===== src/rtl/rph_pkg.sv =====
// rph_pkg: widths, register codes, reset values and constants for the ray panel hit test
// depends on nothing; used by rph_pix_div, ray_panel_hit_test and the testbench
package rph_pkg;

  localparam int PIX_W   = 12;
  localparam int REG_W   = 48;
  localparam int Q88_W   = 16;
  localparam int HALF_W  = 16;
  localparam int IDX_W   = 3;

  // dot products: direction terms and offset terms
  localparam int DD_W    = 34;
  localparam int OTP_W   = 17;
  localparam int PO_W    = 33;
  localparam int DO_W    = 35;
  localparam int NUM_W   = 36;

  // distance divider
  localparam int Q_W     = 22;
  localparam int NEGN_W  = 33;
  localparam int NUMER_W = NEGN_W + 14;
  localparam int DEN_W   = 32;
  localparam int CMP_W   = Q_W + DEN_W;

  // projection and pixel mapping
  localparam int PROD_W  = DD_W + Q_W + 1;
  localparam int AH_W    = 45;
  localparam int H22_W   = HALF_W + 14;
  localparam int N_W     = 60;
  localparam int MAG_W   = N_W - 15;
  localparam int PREM_W  = HALF_W + PIX_W;
  localparam int PIX_LAT = PIX_W + 1;

  localparam logic [IDX_W-1:0] REG_RIGHT  = 3'd0;
  localparam logic [IDX_W-1:0] REG_UP     = 3'd1;
  localparam logic [IDX_W-1:0] REG_NORMAL = 3'd2;
  localparam logic [IDX_W-1:0] REG_PIVOT  = 3'd3;
  localparam logic [IDX_W-1:0] REG_DIST   = 3'd4;
  localparam logic [IDX_W-1:0] REG_HALF_W = 3'd5;
  localparam logic [IDX_W-1:0] REG_HALF_H = 3'd6;
  localparam logic [IDX_W-1:0] REG_WINDOW = 3'd7;

  localparam logic [REG_W-1:0] RIGHT_RST  = 48'h0000_0000_4000;
  localparam logic [REG_W-1:0] UP_RST     = 48'h0000_4000_0000;
  localparam logic [REG_W-1:0] NORMAL_RST = 48'h4000_0000_0000;
  localparam logic [REG_W-1:0] PIVOT_RST  = 48'h0;
  localparam logic [Q88_W-1:0] DIST_RST   = 16'd768;
  localparam logic [Q88_W-1:0] HALF_W_RST = 16'd512;
  localparam logic [Q88_W-1:0] HALF_H_RST = 16'd384;
  localparam logic [REG_W-1:0] WINDOW_RST = 48'h1E0_280_000_000;

  // cos 100 degrees in Q.28
  localparam logic signed [DD_W-1:0] COS100 = -34'sd46613280;

endpackage


===== src/rtl/rph_pix_div.sv =====
// rph_pix_div: pipelined restoring divider mapping a scaled coordinate to a pixel index
// depends on rph_pkg; one quotient bit per stage
module rph_pix_div (
  input  logic                                clk,
  input  logic                                en,
  input  logic signed [rph_pkg::N_W-1:0]      n,
  input  logic [rph_pkg::HALF_W-1:0]          half,
  output logic [rph_pkg::PIX_W-1:0]           pix,
  output logic                                ok
);

  logic [rph_pkg::N_W-1:0]    mag;
  logic [rph_pkg::MAG_W-1:0]  mag_sh;
  logic                       ovf_in;

  logic [rph_pkg::PREM_W-1:0] rem [0:rph_pkg::PIX_W];
  logic [rph_pkg::PIX_W-1:0]  quo [0:rph_pkg::PIX_W];
  logic                       neg [0:rph_pkg::PIX_W];
  logic                       ovf [0:rph_pkg::PIX_W];

  // divisor is half * 2^15, so its low bits drop out of the magnitude
  always_comb begin
    mag    = n[rph_pkg::N_W-1] ? (-n) : n;
    mag_sh = mag[rph_pkg::N_W-1:15];
    ovf_in = mag_sh >= rph_pkg::MAG_W'({half, {rph_pkg::PIX_W{1'b0}}});
  end

  always_ff @(posedge clk) begin
    if (en) begin
      rem[0] <= mag_sh[rph_pkg::PREM_W-1:0];
      quo[0] <= '0;
      neg[0] <= n[rph_pkg::N_W-1];
      ovf[0] <= ovf_in;
    end
  end

  for (genvar j = 1; j <= rph_pkg::PIX_W; j++) begin : g_step
    localparam int K = rph_pkg::PIX_W - j;
    logic [rph_pkg::PREM_W-1:0] dsh;
    logic                       take;
    always_comb begin
      dsh  = rph_pkg::PREM_W'(half) << K;
      take = rem[j-1] >= dsh;
    end
    always_ff @(posedge clk) begin
      if (en) begin
        rem[j] <= take ? (rem[j-1] - dsh) : rem[j-1];
        quo[j] <= quo[j-1] | (take ? (rph_pkg::PIX_W'(1) << K) : '0);
        neg[j] <= neg[j-1];
        ovf[j] <= ovf[j-1];
      end
    end
  end

  // a negative value gives pixel zero and is valid only when its magnitude is below one pixel
  always_comb begin
    pix = neg[rph_pkg::PIX_W] ? '0 : quo[rph_pkg::PIX_W];
    ok  = !ovf[rph_pkg::PIX_W] && !(neg[rph_pkg::PIX_W] && (quo[rph_pkg::PIX_W] != '0));
  end

endmodule


===== config.mk =====
export PLATFORM = sky130hd
export DESIGN_NAME = rph_pix_div
export DESIGN_NICKNAME = d
export VERILOG_FILES = /design/src/rtl/rph_pkg.sv /design/src/rtl/rph_pix_div.sv
export SDC_FILE = /design/constraint.sdc
export NUM_CORES = 1
export LEC_CHECK = 0
export BUFFER_PORTS_ARGS = -buffer_cell sky130_fd_sc_hd__clkbuf_2
export CORE_MARGIN = 2
export CORE_UTILIZATION = 35
export DETAILED_ROUTE_END_ITERATION = 10
export HOLD_SLACK_MARGIN = 0.03
export PLACE_DENSITY_LB_ADDON = 0.3
export SYNTH_ARGS = -nofsm -noshare
export SYNTH_HDL_FRONTEND = slang
export SYNTH_SLANG_ARGS = --single-unit
export TNS_END_PERCENT = 5

===== constraint.sdc =====
create_clock -name clk -period 3.95 [get_ports clk]
set_clock_uncertainty 0.05 [all_clocks]
set_input_delay 0.1975 -clock clk [delete_from_list [all_inputs] [get_ports clk]]
set_output_delay 0.1975 -clock clk [all_outputs]
set_load 0.05 [all_outputs]

== Word level (Yosys, flattened, before mapping) ==
Memory sizes are Yosys's and may differ from the RTL's.
Index checks and enable logic that the tools add are counted.
Widths: inputs -> output; s select.

* Add/sub/neg operators: 13
* $mul: 0
* Div/mod/pow operators: 0
* Magnitude comparators: 13
* Equality and inequality tests: 0
* Shift-type cells: 0
* Muxes and demuxes: 28
* Bitwise logic cells: 12
* Reductions and logical operators: 5

{| class="wikitable"
|+ Operators with widths
! kind !! count
|-
| $mux 28 || 12
|-
| $mux 60 || 1
|-
| $neg 60->60 || 1
|-
| $ge 45x28->1 || 1
|-
| $ge 28x16->1 || 1
|-
| $ge 28x17->1 || 1
|-
| $ge 28x18->1 || 1
|-
| $ge 28x19->1 || 1
|-
| $ge 28x20->1 || 1
|-
| $ge 28x21->1 || 1
|-
| $ge 28x22->1 || 1
|-
| $ge 28x23->1 || 1
|-
| $ge 28x24->1 || 1
|-
| $ge 28x25->1 || 1
|-
| $ge 28x26->1 || 1
|-
| $ge 28x27->1 || 1
|-
| $sub 28x16->28 || 1
|-
| $sub 28x17->28 || 1
|-
| $sub 28x18->28 || 1
|-
| $sub 28x19->28 || 1
|-
| $sub 28x20->28 || 1
|-
| $sub 28x21->28 || 1
|-
| $sub 28x22->28 || 1
|-
| $sub 28x23->28 || 1
|-
| 31 further kinds || 36
|}

* Bits in registers: 0
* Latch bits: 0
* Memory bits (writable): 546
* Memory bits (read-only): 0
* Output and inout bits: 13
* Memories: 4

{| class="wikitable"
|+ Memories
! memory !! depth !! bits a word !! rd ports !! clocked after memory_dff !! write ports !! RTL line !! source
|-
| rem || 13 || 28 || 12 || 0 || 13 || rph_pix_div.sv:16 || <nowiki>logic [rph_pkg::PREM_W-1:0] rem [0:rph_pkg::PIX_W];</nowiki>
|-
| quo || 13 || 12 || 13 || 0 || 13 || rph_pix_div.sv:17 || <nowiki>logic [rph_pkg::PIX_W-1:0] quo [0:rph_pkg::PIX_W];</nowiki>
|-
| neg || 13 || 1 || 13 || 0 || 13 || rph_pix_div.sv:18 || <nowiki>logic neg [0:rph_pkg::PIX_W];</nowiki>
|-
| ovf || 13 || 1 || 13 || 0 || 13 || rph_pix_div.sv:19 || <nowiki>logic ovf [0:rph_pkg::PIX_W];</nowiki>
|}

== Depth between registers and ports, before layout ==
An unclocked memory read counts as a cell.

* Depth in word-level cells: 5
* Depth in mapped cells: 17
* Gate-level depth less buffers: 17

== Worst setup path after synthesis ==
OpenSTA, ideal clock, no wires.

* Kind: input to register
* Start: input n[18] (netlist name)
* End: memory ovf[0][0] (data pin)
* Data arrival time: 3.606 ns
* Setup slack: 0.022 ns
* Stages on the path: 15
* Path through: or4_4 > nor4_4 > and2_1 > nand2_1 > or4_1 > o31a_1 > xor2_1 > ha_1 > nand4_1 > a211oi_1 > a2111oi_0 > o21ai_0 > a31oi_1 > nand4_1 > or4_1

{| class="wikitable"
|+ RTL lines
! what !! RTL line !! source
|-
| from (decl) || rph_pix_div.sv:6 || <nowiki>input logic signed [rph_pkg::N_W-1:0] n,</nowiki>
|-
| to (decl) || rph_pix_div.sv:19 ||
|}

==> impl_table.tex <==
\begin{tabular}{lr}
\hline
Metric & Value \\
\hline
\multicolumn{2}{l}{\textbf{Routing}} \\
\quad Pre-Repair DR Iteration Count & 6 \\
\quad Per-cell routed wire length & 17.0 um \\
\quad Detail-routed via count per cell & roughly 5.3 \\
\quad Residual antenna-violating net count after detailed routing & 0 \\
\quad Via total after detailed routing & between 15,000 and 20,000 \\
\quad Post-route DRC & 0 \\
\quad Sum of routed wire length over all layers & approximately 62,000 um \\
\quad Initial detailed-routing violation count & roughly 1,200 \\
\multicolumn{2}{l}{\textbf{Clock network}} \\
\quad CTS tree & done \\
\quad Source-to-sink clock delay at the later pin of the worst-skew pair & slightly above 600 ps \\
\quad Worst-case clock buffer depth & 3 \\
\quad Total CTS buffers & slightly above 50 \\
\quad Clock Root Buffer & clkbuf\_16 \\
\quad CTS Sinks & between 400 and 500 \\
\quad CTS clock-pin slew for the worst setup and hold paths & $\sim$60 ps \\
\quad Total setup buffers inserted after CTS & 0 \\
\quad Number of H-tree levels & 2 \\
\multicolumn{2}{l}{\textbf{Status}} \\
\quad Result of the run & finished, final reports clean \\
\multicolumn{2}{l}{\textbf{Pwr}} \\
\quad IR Drop Worst-Case VDD & around 0.38 mV \\
\quad Leak Pwr & around 12 nW \\
\quad Power per standard cell area & about 640 mW/mm\^{}2 \\
\quad Total design power & around 0.020 W \\
\multicolumn{2}{l}{\textbf{Setup path}} \\
\quad Path type of the worst setup path & primary input to flop \\
\quad Kind of start point of the critical path & primary input \\
\quad Worst EP required & about 4400 ps \\
\quad Biggest fanout along the worst timing path & 3 \\
\quad Critical Path Sink Type & flop \\
\quad Arrival time at the worst endpoint & 4210 ps \\
\multicolumn{2}{l}{\textbf{Timing}} \\
\quad Final Hold Fails & 0 \\
\quad Final worst path period share & 95.7\% \\
\quad Clock period minus worst slack & $\sim$3800 ps \\
\quad Final setup fails & 0 \\
\quad Slew of the pin with the lowest slew margin & $\sim$1000 ps \\
\quad Peak clock frequency supported by timing & roughly 260 MHz \\
\quad RSZ-0062 raised after global routing & false \\
\quad Worst slew slack as a fraction of its limit & between 30\% and 40\% \\
\quad Total negative slack & 0 ps \\
\quad Final-report max-slew violation count & 0 \\
\multicolumn{2}{l}{\textbf{Place}} \\
\quad Final estimated routing congestion in global placement & about 0.91 \\
\quad Number of buffer cells added on primary ports & 90 \\
\quad HPWL after detailed placement & between 40,000 and 50,000 um \\
\quad Cell total after placement & approximately 3,500 \\
\multicolumn{2}{l}{\textbf{Finish}} \\
\quad Share of post-route cells with drive strength above 1 & roughly an eighth \\
\quad Ant diodes & 0 \\
\quad Net count of the finished layout & $\sim$2,900 \\
\quad Non-filler instance count after layout & approximately 3,600 \\
\quad Area growth from synthesis to layout & 17.1\% \\
\quad Core utilization of the finished layout & between 40\% and 50\% \\
\multicolumn{2}{l}{\textbf{Floorplanning}} \\
\quad Die boundary width & around 280 um \\
\quad Vertical die dimension & approximately 280 um \\
\quad Area of the core & around 0.075 mm\^{}2 \\
\quad IO Pins & a little over 90 \\
\quad Full die area & approximately 0.078 mm\^{}2 \\
\quad Initial Util & a little over a third \\
\quad Cell row count & 100 \\
\multicolumn{2}{l}{\textbf{Yosys}} \\
\quad Number of flops mapped to enable cells by yosys & 440 \\
\quad Share of the synthesized area in the top cell type & 50.0\% \\
\quad Synth Warn \# & 0 \\
\quad Area leader, netlist & edfxtp\_1 \\
\quad Top cells by count, synth & 440 x edfxtp\_1, 208 x ha\_1, 200 x nand2\_1 \\
\quad Flip-flop and latch count after synthesis & between 400 and 500 \\
\quad Most common cell in the synthesized netlist & edfxtp\_1 \\
\quad Avg Synthesized Cell Area & roughly 11 um\^{}2 \\
\quad Post-synthesis async set-or-reset flop share & 0\% \\
\quad Post-synthesis instance total & 2,396 \\
\quad Number of distinct library cell variants in the gate-level netlist after synthesis & 86 \\
\quad Area of the mapped netlist & about 0.026 mm\^{}2 \\
\quad Net count of the mapped netlist & 2,693 \\
\quad Share of synthesized area occupied by flip-flops and latches & between 40\% and 50\% \\
\quad Leading cell types by total area after synthesis & edfxtp\_1 50\%, ha\_1 9.8\%, xnor2\_1 4.2\% \\
\quad Flip-flop cell with the highest count after synthesis & edfxtp\_1 \\
\multicolumn{2}{l}{\textbf{Global routing}} \\
\quad Maximum number of pins on one net before global-route repair & approximately 110 \\
\quad Overflow after GRT & 0 \\
\quad Wire length of the first global-routing pass & slightly below 100,000 um \\
\quad Antenna violations before repair & 1 \\
\quad Vias in the first global route & 19,700 \\
\quad Aggregate global-route resource usage & between 15 and 20\% \\
\multicolumn{2}{l}{\textbf{Worst hold path}} \\
\quad HP Class & primary input to flop \\
\multicolumn{2}{l}{\textbf{Run}} \\
\quad Max-cap violations & 0 \\
\hline
\end{tabular}
## through the flow
| stage | setup slack, ps | hold slack, ps | cell area, um^2 |
|---|---|---|---|
| final | 168 | 83.9 | 31000 |
| after global routing | 34.2 | 95.6 | 31000 |
| after CTS | 19.7 | 49.9 | 30900 |
| after detailed placement | -666 | 355 | 28900 |
| after global placement | -698 | 353 | 28900 |
| after floorplan | 22.1 | 246 | 26400 |
## worst paths after layout
kind / depth (start not counted) / slack, ps / start / to
worst min register to register: 0 / 360 / neg[0][5]$_DFFE_PP_ / neg[0][6]$_DFFE_PP_
worst max register to register: 14 / 360 / rem[3][32]$_DFFE_PP_ / rem[4][4]$_DFFE_PP_
worst max-delay path: 19 / 170 / n[28] / ovf[0][0]$_DFFE_PP_
worst min-delay path: 3 / 80 / n[59] / rem[0][19]$_DFFE_PP_
## final cells by class
type                    instances  area [um^2]
multi-input cells            1835        12800
clock buffers                  57         1300
flip-flops and latches        440        13200
repair buffers                234         1750
inverters                      76          285
clock inverters                37          397
well taps                     969         1210
fillers                      6959        43600
## cell usage in the layout (no fill, tap or decap), types with 12 or more instances in the layout
master,n
a211oi_1,19
a21o_1,65
a21oi_1,166
a31oi_1,21
buf_4,102
clkbuf_16,51
clkbuf_2,89
clkinv_2,12
dlygate4sd3_1,31
edfxtp_1,440
ha_1,208
inv_1,76
mux2_2,29
nand2_1,200
nand2b_1,36
nand3_1,59
nand4_1,22
nand4b_1,12
nor2_1,180
nor2b_1,42
nor3_1,58
nor4_1,40
o21a_1,37
o21ai_0,147
o21ai_1,21
o31ai_1,22
or2_2,13
or3_1,18
xnor2_1,127
xor2_1,86
## registers in the layout, summed over array words and instances (netlist names)
register	cells
quo	78
rem	336
ovf	13
neg	13
## cells by family (layout without fill, tap and decap cells)
kind of cell / after synthesis / in the layout / share of synthesized area [%]
flops: 440 / 440 / 50.0
fa+ha+maj: 219 / 219 / 10.7
xor+xnor: 215 / 215 / 7.12
compound gates: 605 / 605 / 14.4
simple gates: 756 / 756 / 14.3
mux: 40 / 40 / 1.70
buf+inv: 121 / 404 / 1.83
## critical path: stages
cell and delay, ps:
dlygate4sd3_1 540, clkbuf_2 110, or4_4 520, nor3_4 210, nand3_2 140, buf_6 160, nor3b_4 210, nand2b_1 120
o21a_1 230, xor2_2 160, ha_1 310, nand4_1 130, nor4_1 320, buf_4 180, o21ai_0 60, nor4_1 190
nand3_1 210, nand4_1 120, or4_1 100
## layer usage
| metal | up-vias | part of all wire [%] | GRT usage, % | routed length (um) |
|---|---|---|---|---|
| met3 | 144 | 3.4 | 2.79 | 2140 |
| met4 | 0 | 3.6 | 6.02 | 2230 |
| met5 | - | 0 | 0 | 0 |
| met1 | 9081 | 39 | 16.7 | 24000 |
| li1 | 9565 | - | - | - |
| met2 | 371 | 54 | 31.0 | 33700 |
## where the power goes
| group | switching [W] | internal, W | total (W) |
|---|---|---|---|
| clock | 0.00196 | 0.00278 | 0.00474 |
| sequential | 0.000685 | 0.00686 | 0.00755 |
| combinational | 0.00415 | 0.00347 | 0.00762 |
| total | 0.00679 | 0.0131 | 0.0199 |
## timing repair
action                     CTS  global route
hold buffers                31             0
setup endpoints to repair    1             1
hold endpoints to repair    28             0
resized for setup            1            14
cloned                       0             0
pin swaps                    0            11
No activity file was read; power rests on OpenSTA's default activity.
